$ cat src/rtl/core/mnpp_pkg.sv
`timescale 1ns / 1ps
// ----------------------------------------------------------------------------
// mnpp_pkg
// Shared types and constants of the midi note packet parser core.
// ----------------------------------------------------------------------------

package mnpp_pkg;

    localparam logic [7:0] STATUS_LOW      = 8'd128;
    localparam logic [7:0] STATUS_HIGH     = 8'd159;
    localparam logic [7:0] STATUS_OFF_HIGH = 8'd143;
    localparam logic [7:0] PITCH_LOW       = 8'd21;
    localparam logic [7:0] PITCH_HIGH      = 8'd108;
    localparam logic [7:0] VEL_HIGH        = 8'd127;
    localparam logic [9:0] RESET_LEN_A     = 10'd152;
    localparam logic [9:0] RESET_LEN_B     = 10'd154;
    localparam logic [8:0] COUNT_MAX       = 9'd511;
    localparam logic [6:0] MIN_VEL_RESET   = 7'd1;

    // result queue
    localparam int QUEUE_DEPTH = 4;
    localparam int QPTR_W      = $clog2(QUEUE_DEPTH);
    localparam int QCNT_W      = $clog2(QUEUE_DEPTH + 1);

    typedef enum logic [1:0] {
        MODE_IDLE  = 2'd0,
        MODE_PITCH = 2'd1,
        MODE_VEL   = 2'd2
    } parse_mode_t;

    typedef enum logic {
        KIND_NOTE      = 1'b0,
        KIND_RESET_ALL = 1'b1
    } event_kind_t;

    typedef struct packed {
        event_kind_t event_kind;
        logic [6:0]  note_index;
        logic [6:0]  velocity;
        logic        last_event;
    } note_event_t;

endpackage

$ cat src/rtl/core/midi_note_packet_parser_core.sv
`timescale 1ns / 1ps
// ----------------------------------------------------------------------------
// midi_note_packet_parser_core
// Parses wireless midi packets byte by byte into note and reset-all events.
// ----------------------------------------------------------------------------
// Takes one packet byte per beat on the s_ side (s_tlast on the final byte of
// the packet; the first byte is a header and is skipped) and returns note
// events on the m_ side. A byte is taken into an input register and parsed
// from there once the queue has room for two events; its zero, one or two
// events are written into a four entry result queue, whose head drives the
// m_ side with m_tvalid high while the queue is not empty. The parser takes
// one byte per cycle while the queue holds at most two events; the queue
// drains one event per cycle while m_tready is high, so the sustained rate
// is one byte per cycle when each byte gives at most one event and m_tready
// stays high, and one event per cycle of m_tready otherwise. min_velocity
// is loaded through cfg_wr_en / cfg_wr_data and resets to 1.

module midi_note_packet_parser_core (
    input  logic        aclk,
    input  logic        aresetn,

    input  logic        cfg_wr_en,
    input  logic [6:0]  cfg_wr_data,   // min_velocity

    input  logic        s_tvalid,
    output logic        s_tready,
    input  logic [7:0]  s_tdata,       // [7:0] data_byte
    input  logic        s_tlast,       // last_byte

    output logic        m_tvalid,
    input  logic        m_tready,
    output logic [15:0] m_tdata,       // [6:0] note_index, [13:7] velocity, [15:14] zero
    output logic        m_tuser,       // event_kind
    output logic        m_tlast        // last_event
);

    // configuration
    logic [6:0] min_vel_reg;

    // input register
    logic       in_valid_reg;
    logic [7:0] in_byte_reg;
    logic       in_last_reg;

    // parser state
    mnpp_pkg::parse_mode_t mode_reg, mode_next;
    logic       off_reg, off_next;
    logic [6:0] pitch_reg, pitch_next;
    logic [8:0] count_reg, count_next;

    // result queue
    mnpp_pkg::note_event_t          queue_reg [mnpp_pkg::QUEUE_DEPTH];
    logic [mnpp_pkg::QPTR_W-1:0]    wr_ptr_reg, rd_ptr_reg;
    logic [mnpp_pkg::QCNT_W-1:0]    fill_reg;

    localparam logic [mnpp_pkg::QPTR_W-1:0] QPTR_ONE = mnpp_pkg::QPTR_W'(1);

    logic       consume;
    logic       pop;
    logic       note_hit;
    logic       reset_hit;
    logic [6:0] note_vel;
    logic [6:0] note_idx;
    logic [9:0] pkt_len;
    logic [1:0] push_cnt;
    mnpp_pkg::note_event_t ev0, ev1;
    logic       is_status;

    // room for two events keeps the ready path free of m_tready
    assign consume  = in_valid_reg && (fill_reg <= mnpp_pkg::QCNT_W'(mnpp_pkg::QUEUE_DEPTH - 2));
    assign s_tready = !in_valid_reg || consume;
    assign pop      = m_tvalid && m_tready;

    always_ff @(posedge aclk) begin
        if (!aresetn) begin
            min_vel_reg <= mnpp_pkg::MIN_VEL_RESET;
        end else if (cfg_wr_en) begin
            min_vel_reg <= cfg_wr_data;
        end
    end

    always_ff @(posedge aclk) begin
        if (!aresetn) begin
            in_valid_reg <= 1'b0;
        end else if (s_tready) begin
            in_valid_reg <= s_tvalid;
        end
    end

    always_ff @(posedge aclk) begin
        if (s_tvalid && s_tready) begin
            in_byte_reg <= s_tdata;
            in_last_reg <= s_tlast;
        end
    end

    // parse step for the byte in the input register
    always_comb begin
        mode_next  = mode_reg;
        off_next   = off_reg;
        pitch_next = pitch_reg;
        count_next = count_reg;
        note_hit   = 1'b0;
        note_vel   = 7'd0;
        note_idx   = pitch_reg - 7'(mnpp_pkg::PITCH_LOW);
        is_status  = (in_byte_reg >= mnpp_pkg::STATUS_LOW) &&
                     (in_byte_reg <= mnpp_pkg::STATUS_HIGH);

        if (count_reg != 9'd0) begin
            unique case (mode_reg)
                mnpp_pkg::MODE_PITCH: begin
                    if (in_byte_reg >= mnpp_pkg::PITCH_LOW &&
                        in_byte_reg <= mnpp_pkg::PITCH_HIGH) begin
                        pitch_next = in_byte_reg[6:0];
                        mode_next  = mnpp_pkg::MODE_VEL;
                    end else begin
                        mode_next = is_status ? mnpp_pkg::MODE_PITCH : mnpp_pkg::MODE_IDLE;
                        if (is_status) begin
                            off_next = (in_byte_reg <= mnpp_pkg::STATUS_OFF_HIGH);
                        end
                    end
                end
                mnpp_pkg::MODE_VEL: begin
                    if (in_byte_reg <= mnpp_pkg::VEL_HIGH) begin
                        if (off_reg || in_byte_reg == 8'd0) begin
                            note_hit = 1'b1;
                        end else if (in_byte_reg[6:0] >= min_vel_reg) begin
                            note_hit = 1'b1;
                            note_vel = in_byte_reg[6:0];
                        end
                        mode_next = mnpp_pkg::MODE_PITCH;
                    end else begin
                        mode_next = is_status ? mnpp_pkg::MODE_PITCH : mnpp_pkg::MODE_IDLE;
                        if (is_status) begin
                            off_next = (in_byte_reg <= mnpp_pkg::STATUS_OFF_HIGH);
                        end
                    end
                end
                default: begin
                    // idle, and the unused code behaves as idle
                    mode_next = is_status ? mnpp_pkg::MODE_PITCH : mnpp_pkg::MODE_IDLE;
                    if (is_status) begin
                        off_next = (in_byte_reg <= mnpp_pkg::STATUS_OFF_HIGH);
                    end
                end
            endcase
        end

        pkt_len   = {1'b0, count_reg} + 10'd1;
        reset_hit = in_last_reg &&
                    (pkt_len == mnpp_pkg::RESET_LEN_A || pkt_len == mnpp_pkg::RESET_LEN_B);

        if (in_last_reg) begin
            mode_next  = mnpp_pkg::MODE_IDLE;
            count_next = 9'd0;
        end else if (count_reg != mnpp_pkg::COUNT_MAX) begin
            count_next = count_reg + 9'd1;
        end

        // event of the pair first, reset-all after it
        ev0.event_kind = note_hit ? mnpp_pkg::KIND_NOTE : mnpp_pkg::KIND_RESET_ALL;
        ev0.note_index = note_hit ? note_idx : 7'd0;
        ev0.velocity   = note_vel;
        ev0.last_event = !(note_hit && reset_hit);

        ev1.event_kind = mnpp_pkg::KIND_RESET_ALL;
        ev1.note_index = 7'd0;
        ev1.velocity   = 7'd0;
        ev1.last_event = 1'b1;

        push_cnt = consume ? (2'(note_hit) + 2'(reset_hit)) : 2'd0;
    end

    always_ff @(posedge aclk) begin
        if (!aresetn) begin
            mode_reg  <= mnpp_pkg::MODE_IDLE;
            off_reg   <= 1'b0;
            pitch_reg <= 7'd0;
            count_reg <= 9'd0;
        end else if (consume) begin
            mode_reg  <= mode_next;
            off_reg   <= off_next;
            pitch_reg <= pitch_next;
            count_reg <= count_next;
        end
    end

    always_ff @(posedge aclk) begin
        if (push_cnt != 2'd0) begin
            queue_reg[wr_ptr_reg] <= ev0;
        end
        if (push_cnt == 2'd2) begin
            queue_reg[wr_ptr_reg + QPTR_ONE] <= ev1;
        end
    end

    always_ff @(posedge aclk) begin
        if (!aresetn) begin
            wr_ptr_reg <= '0;
            rd_ptr_reg <= '0;
            fill_reg   <= '0;
        end else begin
            wr_ptr_reg <= wr_ptr_reg + mnpp_pkg::QPTR_W'(push_cnt);
            if (pop) begin
                rd_ptr_reg <= rd_ptr_reg + QPTR_ONE;
            end
            fill_reg <= fill_reg + mnpp_pkg::QCNT_W'(push_cnt) - mnpp_pkg::QCNT_W'(pop);
        end
    end

    assign m_tvalid = (fill_reg != '0);
    assign m_tdata  = {2'b00, queue_reg[rd_ptr_reg].velocity, queue_reg[rd_ptr_reg].note_index};
    assign m_tuser  = queue_reg[rd_ptr_reg].event_kind;
    assign m_tlast  = queue_reg[rd_ptr_reg].last_event;

endmodule

$ cat config.mk
export PLATFORM = sky130hd
export DESIGN_NAME = midi_note_packet_parser_core
export DESIGN_NICKNAME = d
export VERILOG_FILES = /design/src/rtl/core/mnpp_pkg.sv /design/src/rtl/core/midi_note_packet_parser_core.sv
export SDC_FILE = /design/constraint.sdc
export NUM_CORES = 1
export LEC_CHECK = 0
export BUFFER_PORTS_ARGS = -buffer_cell sky130_fd_sc_hd__buf_2
export CORE_ASPECT_RATIO = 0.5
export CORE_UTILIZATION = 45
export DETAILED_ROUTE_END_ITERATION = 8
export HOLD_SLACK_MARGIN = 0.03
export SYNTH_ARGS = -nofsm -noshare
export SYNTH_HDL_FRONTEND = slang
export SYNTH_SLANG_ARGS = --single-unit
$ cat constraint.sdc
create_clock -name aclk -period 6.2 [get_ports aclk]
set_clock_uncertainty 0.05 [all_clocks]
set_input_delay 0.31 -clock aclk [delete_from_list [all_inputs] [get_ports aclk]]
set_output_delay 0.31 -clock aclk [all_outputs]
set_load 0.02 [all_outputs]
==> impl_metrics.xml, run 1 <==
<?xml version="1.0" encoding="UTF-8"?>
<metrics>
  <group name="timing">
    <metric name="summed_negative_setup_slack_over_all_endpoints" unit="ns">0</metric>
    <metric name="layout_worst_path_cycle_share" unit="">0.622</metric>
    <metric name="number_of_hold_violations_in_the_final_report" unit="">0</metric>
    <metric name="timing.final.crit_period" unit="ns">3.86</metric>
    <metric name="maxSlewViolCount" unit="">0</metric>
    <metric name="tightestPinTransition" unit="ns">1.21</metric>
    <metric name="fmaxAchievable" unit="MHz">259</metric>
    <metric name="rsz0062_at_grt" unit="">false</metric>
    <metric name="setup_viol" unit="">0</metric>
    <metric name="slew-limit-headroom" unit="">0.189</metric>
  </group>
  <group name="hold_path">
    <metric name="hold_path_depth" unit="">1</metric>
    <metric name="hold_path.startpoint" unit="">s_tlast</metric>
    <metric name="worstHoldPathType" unit="">in2reg</metric>
  </group>
  <group name="layout">
    <metric name="num_antenna_cells" unit="">0</metric>
    <metric name="fin_util" unit="">0.518</metric>
    <metric name="filler_cell_count" unit="">1019</metric>
    <metric name="regArea" unit="mm2">0.00227</metric>
    <metric name="layout.cells.most_common" unit="">dfxtp_1</metric>
    <metric name="flip_flop_count_of_the_largest_register_all_copies_and_words_added" unit="">64</metric>
    <metric name="design.final.nets" unit="">570</metric>
    <metric name="multiInputGateArea" unit="mm2">0.00274</metric>
    <metric name="drive_above_1_share" unit="">0.178</metric>
    <metric name="area_delta_synth_final" unit="%">10.5</metric>
    <metric name="layout_common_cells" unit="">dfxtp_1, nor2_1, a22o_1</metric>
  </group>
  <group name="logic_synthesis">
    <metric name="ys_dominant_reg_cell" unit="">dfxtp_1</metric>
    <metric name="synthesis.instances" unit="">504</metric>
    <metric name="yosys.cell_types.count" unit="">62</metric>
    <metric name="syn-mean-instance-area" unit="um2">10.4</metric>
    <metric name="synth-edff-count" unit="">9</metric>
    <metric name="synthDominantAreaCellType" unit="">dfxtp_1</metric>
    <metric name="synth_seq_cells" unit="">109</metric>
    <metric name="synthDominantCellAreaShare" unit="">0.382</metric>
    <metric name="synth_sequential_area_ratio" unit="">0.433</metric>
    <metric name="synth_area" unit="mm2">0.00524</metric>
    <metric name="async_reset_ff_frac" unit="">0</metric>
    <metric name="yosys_warnings" unit="">0</metric>
    <metric name="yosys-top-cells-area" unit="">dfxtp_1, a22o_1, mux4_2</metric>
  </group>
  <group name="die">
    <metric name="design.die.area" unit="mm2">0.0121</metric>
    <metric name="coreArea" unit="mm2">0.0112</metric>
    <metric name="fp-row-count" unit="">27</metric>
    <metric name="die_h" unit="um">78.3</metric>
    <metric name="start_util" unit="">0.469</metric>
    <metric name="top_level_ports" unit="">41</metric>
    <metric name="die_w" unit="um">155</metric>
  </group>
  <group name="setup_path">
    <metric name="cp_data_arrival_time" unit="ns">4.04</metric>
    <metric name="cpMostUsedCell" unit="">ha_1</metric>
    <metric name="critical_path_class" unit="">reg2reg</metric>
    <metric name="setup.worst_path.start" unit="">in_byte_reg[2]</metric>
    <metric name="worstSetupStartpointType" unit="">register</metric>
    <metric name="timing.critical_path.required" unit="ns">6.38</metric>
    <metric name="timing.critical_path.buf_inv" unit="">2</metric>
    <metric name="critical_path.max_stage_delay" unit="ns">0.54</metric>
    <metric name="critPathSlowestCell" unit="">ha_1</metric>
    <metric name="timing.rr.start" unit="">in_byte_reg[2]</metric>
    <metric name="critical_path_cell_count" unit="">15</metric>
    <metric name="endpoint_kind_of_the_worst_setup_timing_path" unit="">register</metric>
    <metric name="r2r_cells" unit="">15</metric>
    <metric name="critical-path-top-delay-family" unit="">adder cells</metric>
    <metric name="timing.critical_path.cells" unit="">ha_1, a21o_1, a31oi_1, o221a_4, a21oi_1, ha_1, nand2_1, ha_1, inv_1, ha_1, inv_1, fa_1, xnor2_1, xnor2_1, nor2_1</metric>
    <metric name="timing.critical_path.fanout_max" unit="">15</metric>
  </group>
  <group name="clock_tree">
    <metric name="postCtsResizedCells" unit="">0</metric>
    <metric name="cts_num_sinks" unit="">109</metric>
    <metric name="cts_tree" unit="">built</metric>
    <metric name="cts_max_path_buffers" unit="">2</metric>
    <metric name="cts.hold.buffers_added" unit="">0</metric>
    <metric name="cts-htree-levels" unit="">3</metric>
    <metric name="clock_network_latency_to_the_later_pin_of_the_worst_skew_pair" unit="ns">0.35</metric>
    <metric name="cts.repair_timing.setup_buffer_count" unit="">0</metric>
    <metric name="clk_pin_slew_worst_paths" unit="ns">0.07</metric>
    <metric name="cts_inserted_buffers" unit="">9</metric>
    <metric name="clock-root-buffer" unit="">clkbuf_16</metric>
  </group>
  <group name="route">
    <metric name="drt_pass1_iterations" unit="">5</metric>
    <metric name="met3RoutedLength" unit="um">705</metric>
    <metric name="viasPerCell" unit="">5.64</metric>
    <metric name="highest-signal-layer" unit="">met4</metric>
    <metric name="dr.first_iter.drc_count" unit="">275</metric>
    <metric name="detail_route.wirelength.met1" unit="um">6190</metric>
    <metric name="via_count" unit="">3901</metric>
    <metric name="routed_wire_length_per_instance" unit="um">17.5</metric>
    <metric name="drt-total-wl" unit="um">12100</metric>
    <metric name="route.met2.wl" unit="um">5150</metric>
    <metric name="post-route-drc-count" unit="">0</metric>
    <metric name="drt.antenna.violating_nets" unit="">0</metric>
  </group>
  <group name="power">
    <metric name="combPwrFrac" unit="">0.162</metric>
    <metric name="clkPwrFrac" unit="">0.352</metric>
    <metric name="total_switching_power" unit="mW">0.454</metric>
    <metric name="netSwitchingFraction" unit="">0.287</metric>
    <metric name="power.static_leakage" unit="nW">2.16</metric>
    <metric name="pwr_density_cell" unit="mW/mm2">273</metric>
    <metric name="fin_total_pwr" unit="mW">1.58</metric>
    <metric name="intPower" unit="mW">1.13</metric>
    <metric name="share_seq_of_total_power" unit="">0.487</metric>
    <metric name="irDropWorstVdd" unit="uV">130</metric>
  </group>
  <group name="global_route">
    <metric name="antenna_violations_before_repair" unit="">0</metric>
    <metric name="number_of_global_route_vias_before_repair" unit="">3708</metric>
    <metric name="largest_net_degree_at_the_start_of_global_routing" unit="">26</metric>
    <metric name="grt_overflow_total" unit="">0</metric>
    <metric name="first_pass_grt_wire_length" unit="um">19900</metric>
    <metric name="grtUsageTotal" unit="">0.213</metric>
  </group>
  <group name="placed_design">
    <metric name="gp_routability_congestion" unit="">0.803</metric>
    <metric name="place_hpwl" unit="um">8300</metric>
    <metric name="port_buffers" unit="">38</metric>
  </group>
  <group name="run">
    <metric name="timing.max_cap.violations" unit="">0</metric>
  </group>
  <group name="run_status">
    <metric name="status" unit="">finished, final reports clean</metric>
  </group>
</metrics>
## cell usage after synthesis, drive strengths merged, types with 5 or more instances
cell	n
a211oi	7
a21oi	16
a22o	42
a31oi	8
a32o	12
and2	5
buf	14
clkbuf	15
dfxtp	100
edfxtp	9
ha	20
inv	23
mux2i	16
mux4	16
nand2	42
nand4	5
nor2	45
nor2b	14
nor3	13
o211ai	5
o21ai	16
xnor2	6
## routing by layer
| metal | track usage | up-vias |
|---|---|---|
| met5 | 0 | - |
| met2 | 0.317 | 106 |
| met1 | 0.307 | 1875 |
| met3 | 0.0558 | 10 |
| met4 | 0.0505 | 0 |
| li1 | - | 1910 |
## path summary, 6_finish.rpt
check | endpoint | slack (ns)
min reg2reg | queue_reg[0][6] | 0.42
min | in_last_reg | 0.08
max reg2reg | fill_reg[2] | 2.34
max | fill_reg[2] | 2.34
## cell families (layout without fill, tap and decap cells)
| group | after synthesis | after routing | share of synthesized area |
|---|---|---|---|
| xor+xnor | 10 | 10 | 0.0167 |
| compound gates | 129 | 129 | 0.204 |
| buf+inv | 52 | 80 | 0.0449 |
| mux | 34 | 34 | 0.104 |
| simple gates | 148 | 148 | 0.146 |
| other cells | 1 | 2 | 0.000715 |
| fa+ha+maj | 21 | 21 | 0.0515 |
| flops | 109 | 109 | 0.433 |
## stage by stage
step | hold WS, ns | setup WS (ns) | cells | cell area [um2]
final | 0.0802 | 2.34 | 692 | 5800
after CTS | 0.0730 | 2.33 | 692 | 5800
after floorplan | 0.359 | 2.71 | 505 | 5250
after global placement | 0.387 | 2.37 | 676 | 5510
after global routing | 0.0689 | 1.99 | 692 | 5800
after detailed placement | 0.399 | 2.35 | 676 | 5510
## power by group through the flow
stage          sequential (mW)  clock (mW)  combinational (mW)
2_1_floorplan            0.769           0               0.213
3_3_place_gp             0.787           0               0.260
3_5_place_dp             0.787           0               0.258
4_1_cts                  0.771       0.566               0.259
5_1_grt                  0.774       0.592               0.287
6_report                 0.771       0.557               0.256
## layout make-up
cell class	count	share of cell area
Multi-Input combinational cell	344	0.473
Sequential cell	109	0.392
Tap cell	159	0.0343
Timing Repair Buffer	41	0.0367
Clock inverter	6	0.00820
Clock buffer	10	0.0412
Inverter	23	0.0149
Note: power is estimated with default switching activity, not from simulation.
==> run 2, diff against run 1 <==
ABC_AREA = 1   (was unset)
PLACE_DENSITY = 0.65   (was unset)
clock period = 3.4 ns   (was 6.2 ns; I/O delays follow)
==> run 2 against run 1 <==
Non-clock buffer count rose by 40; sequential power rose by 80%; worst hold slack got worse by 0.023 ns; sequential cell count did not move; clock-buffer cell count fell by 1; die area did not move; area after synthesis did not move; final area rose by 7.6%; worst setup slack got worse by 2.3 ns; largest cell class unchanged.
==> impl_metrics.xml, run 2 <==
<?xml version="1.0" encoding="UTF-8"?>
<metrics>
  <group name="route">
    <metric name="routed_wire_length_per_instance" unit="um">13.9</metric>
    <metric name="drt_pass1_iterations" unit="">5</metric>
    <metric name="via_count" unit="">4494</metric>
    <metric name="viasPerCell" unit="">5.04</metric>
    <metric name="dr.first_iter.drc_count" unit="">357</metric>
    <metric name="drt.antenna.violating_nets" unit="">0</metric>
    <metric name="drt-total-wl" unit="um">12400</metric>
    <metric name="post-route-drc-count" unit="">0</metric>
  </group>
  <group name="timing">
    <metric name="post_route_worst_hold_slack" unit="ns">0.0572</metric>
    <metric name="slew-limit-headroom" unit="">0.356</metric>
    <metric name="rsz0062_at_grt" unit="">true</metric>
    <metric name="maxSlewViolCount" unit="">0</metric>
    <metric name="timing.final.crit_period" unit="ns">3.40</metric>
    <metric name="setup_viol" unit="">0</metric>
    <metric name="tightestPinTransition" unit="ns">0.966</metric>
    <metric name="number_of_hold_violations_in_the_final_report" unit="">0</metric>
    <metric name="layout_worst_path_cycle_share" unit="">0.999</metric>
    <metric name="fmaxAchievable" unit="MHz">294</metric>
  </group>
  <group name="layout">
    <metric name="design.final.nets" unit="">769</metric>
    <metric name="layout_common_cells" unit="">dfxtp_1, nand2_1, o21ai_0</metric>
    <metric name="flip_flop_count_of_the_largest_register_all_copies_and_words_added" unit="">64</metric>
    <metric name="drive_above_1_share" unit="">0.193</metric>
    <metric name="fin_util" unit="">0.558</metric>
    <metric name="filler_cell_count" unit="">1073</metric>
    <metric name="num_antenna_cells" unit="">0</metric>
    <metric name="area_delta_synth_final" unit="%">18.9</metric>
    <metric name="fin_cells" unit="">891</metric>
    <metric name="final_cell_area" unit="mm2">0.00623</metric>
    <metric name="layout.cells.most_common" unit="">dfxtp_1</metric>
  </group>
  <group name="logic_synthesis">
    <metric name="synthDominantCellAreaShare" unit="">0.382</metric>
    <metric name="yosys-top-cells-count" unit="">dfxtp_1, o21ai_0, nand2_1</metric>
    <metric name="synthesis.instances" unit="">666</metric>
    <metric name="synth_seq_cells" unit="">109</metric>
    <metric name="synth_area" unit="mm2">0.00524</metric>
    <metric name="yosys-top-cells-area" unit="">dfxtp_1, o21ai_0, a21oi_1</metric>
    <metric name="async_reset_ff_frac" unit="">0</metric>
    <metric name="yosys.cell_types.count" unit="">39</metric>
    <metric name="synth_sequential_area_ratio" unit="">0.433</metric>
    <metric name="syn-mean-instance-area" unit="um2">7.87</metric>
    <metric name="yosys_warnings" unit="">0</metric>
    <metric name="synthMostInstantiatedCell" unit="">dfxtp_1</metric>
    <metric name="ys_dominant_reg_cell" unit="">dfxtp_1</metric>
    <metric name="synthDominantAreaCellType" unit="">dfxtp_1</metric>
    <metric name="synth-edff-count" unit="">9</metric>
  </group>
  <group name="global_route">
    <metric name="grtUsageTotal" unit="">0.219</metric>
    <metric name="number_of_global_route_vias_before_repair" unit="">4190</metric>
    <metric name="grt_overflow_total" unit="">0</metric>
    <metric name="grt.busiest_layer" unit="">met2</metric>
    <metric name="largest_net_degree_at_the_start_of_global_routing" unit="">33</metric>
    <metric name="met2_usage_in_global_routing" unit="">0.362</metric>
    <metric name="antenna_violations_before_repair" unit="">0</metric>
    <metric name="first_pass_grt_wire_length" unit="um">20700</metric>
    <metric name="grt_use_met1" unit="">0.295</metric>
    <metric name="grt_util_met3" unit="">0.0458</metric>
  </group>
  <group name="clock_tree">
    <metric name="clock-root-buffer" unit="">clkbuf_16</metric>
    <metric name="cts_tree" unit="">built</metric>
    <metric name="clk_pin_slew_worst_paths" unit="ns">0.07</metric>
    <metric name="cts_max_path_buffers" unit="">2</metric>
    <metric name="cts_num_sinks" unit="">109</metric>
    <metric name="cts_inserted_buffers" unit="">9</metric>
    <metric name="cts-htree-levels" unit="">3</metric>
    <metric name="clock_network_latency_to_the_later_pin_of_the_worst_skew_pair" unit="ns">0.35</metric>
  </group>
  <group name="placed_design">
    <metric name="placed_instance_count" unit="">859</metric>
    <metric name="port_buffers" unit="">38</metric>
    <metric name="place_hpwl" unit="um">8430</metric>
    <metric name="gp_routability_congestion" unit="">0.837</metric>
    <metric name="placement.cell_area" unit="mm2">0.00571</metric>
  </group>
  <group name="die">
    <metric name="fp-row-count" unit="">27</metric>
    <metric name="die_w" unit="um">155</metric>
    <metric name="design.die.area" unit="mm2">0.0121</metric>
    <metric name="coreArea" unit="mm2">0.0112</metric>
    <metric name="die_h" unit="um">78.3</metric>
    <metric name="start_util" unit="">0.469</metric>
    <metric name="top_level_ports" unit="">41</metric>
  </group>
  <group name="power">
    <metric name="pwr_density_cell" unit="mW/mm2">522</metric>
    <metric name="fin_total_pwr" unit="mW">3.26</metric>
    <metric name="irDropWorstVdd" unit="uV">291</metric>
    <metric name="power.static_leakage" unit="nW">2.73</metric>
  </group>
  <group name="setup_path">
    <metric name="cp_data_arrival_time" unit="ns">3.57</metric>
    <metric name="timing.critical_path.fanout_max" unit="">2</metric>
    <metric name="critical_path_class" unit="">reg2reg</metric>
    <metric name="r2r_cells" unit="">23</metric>
    <metric name="endpoint_kind_of_the_worst_setup_timing_path" unit="">register</metric>
    <metric name="critical_path_cell_count" unit="">23</metric>
    <metric name="critical-path-top-delay-family" unit="">adder cells</metric>
    <metric name="timing.critical_path.cells" unit="">ha_4, nand3_2, nor2_1, nand2_1, nor3_2, ha_1, nor2_1, o21ai_1, nor2_1, nand4_1, nor3b_2, ha_1, inv_2, nor2_4, inv_2, ha_4, inv_2, ha_4, inv_2, fa_2, xor2_1, inv_1, nor2_1</metric>
    <metric name="timing.critical_path.required" unit="ns">3.57</metric>
    <metric name="worstSetupStartpointType" unit="">register</metric>
    <metric name="critical_path.max_stage_delay" unit="ns">0.35</metric>
    <metric name="timing.critical_path.buf_inv" unit="">5</metric>
    <metric name="critPathSlowestCell" unit="">dfxtp_2</metric>
  </group>
  <group name="run_status">
    <metric name="status" unit="">finished, final reports clean</metric>
  </group>
  <group name="run">
    <metric name="timing.max_cap.violations" unit="">0</metric>
  </group>
  <group name="hold_path">
    <metric name="worstHoldPathType" unit="">in2reg</metric>
    <metric name="hold_path_depth" unit="">3</metric>
  </group>
</metrics>
## run 2: cell count changes after synthesis, moves of 28 or more
cell / before / now
a21oi_1: 16 / 71
a22o_1: 42 / 0
inv_1: 21 / 56
nand2_1: 41 / 89
nor2_1: 42 / 70
o21ai_0: 16 / 99
## run 2: stage by stage
| step | setup WS [ns] | TNS, ns |
|---|---|---|
| after floorplan | 0.0126 | 0 |
| after global placement | 0.0238 | 0 |
| after detailed placement | -0.112 | -0.199 |
| after CTS | 0.00804 | 0 |
| after global routing | -0.240 | -2.73 |
| final | 0.00285 | 0 |
## run 2: routing by layer
metal,vias up,wire length (um)
met1,2046,6090
met4,0,91
li1,2349,-
met3,11,558
met2,88,5610
met5,-,0
## run 2: final cells by class
type / instances / area (um2) / share of cell area
Clock buffer: 9 / 225 / 0.0361
Clock inverter: 7 / 80.1 / 0.0128
Inverter: 65 / 246 / 0.0395
Multi-Input combinational cell: 461 / 2610 / 0.419
Sequential cell: 109 / 2280 / 0.365
Tap cell: 159 / 199 / 0.0319
Timing Repair Buffer: 81 / 594 / 0.0953
## run 2: final timing paths
| path | startpoint | endpoint | slack (ns) |
|---|---|---|---|
| worst min register to register | min_vel_reg[3] | min_vel_reg[3] | 0.41 |
| worst min-delay path | cfg_wr_data[2] | min_vel_reg[2] | 0.06 |
| worst max register to register | count_reg[1] | fill_reg[2] | 0.003 |
| worst max-delay path | count_reg[1] | fill_reg[2] | 0.003 |
## run 2: timing repair
action                     CTS  global route
gates resized for setup      1            29
hold endpoints to repair    11             0
hold buffers                11             0
setup endpoints to repair    2             6
setup buffers                1             4
pin swaps                    5            13
## run 2: kinds of logic after synthesis
family                   after synthesis  synth area share
AND/OR/NAND/NOR                      220             0.197
other                                  1          0.000715
adder cells (fa/ha/maj)               21            0.0515
AO/OA/AOI/OAI                        206             0.210
XOR/XNOR                              12            0.0200
flip-flops                           109             0.433
buffers and inverters                 97            0.0878
## run 2: worst reg2reg max path: cells and delay by family (launching register included)
family,cells,cell delay (ns)
buffers and inverters,5,0.30
adder cells (fa/ha/maj),6,1.32
flip-flops,1,0.35
AO/OA/AOI/OAI,1,0.07
AND/OR/NAND/NOR,10,1.01
XOR/XNOR,1,0.16
## run 2: power by group
| part | switching [mW] | leakage [nW] | total [mW] | internal [mW] |
|---|---|---|---|---|
| clock | 0.507 | 0.149 | 1.09 | 0.584 |
| combinational | 0.501 | 1.68 | 0.773 | 0.272 |
| sequential | 0.0421 | 0.899 | 1.39 | 1.35 |
| total | 1.05 | 2.73 | 3.26 | 2.21 |
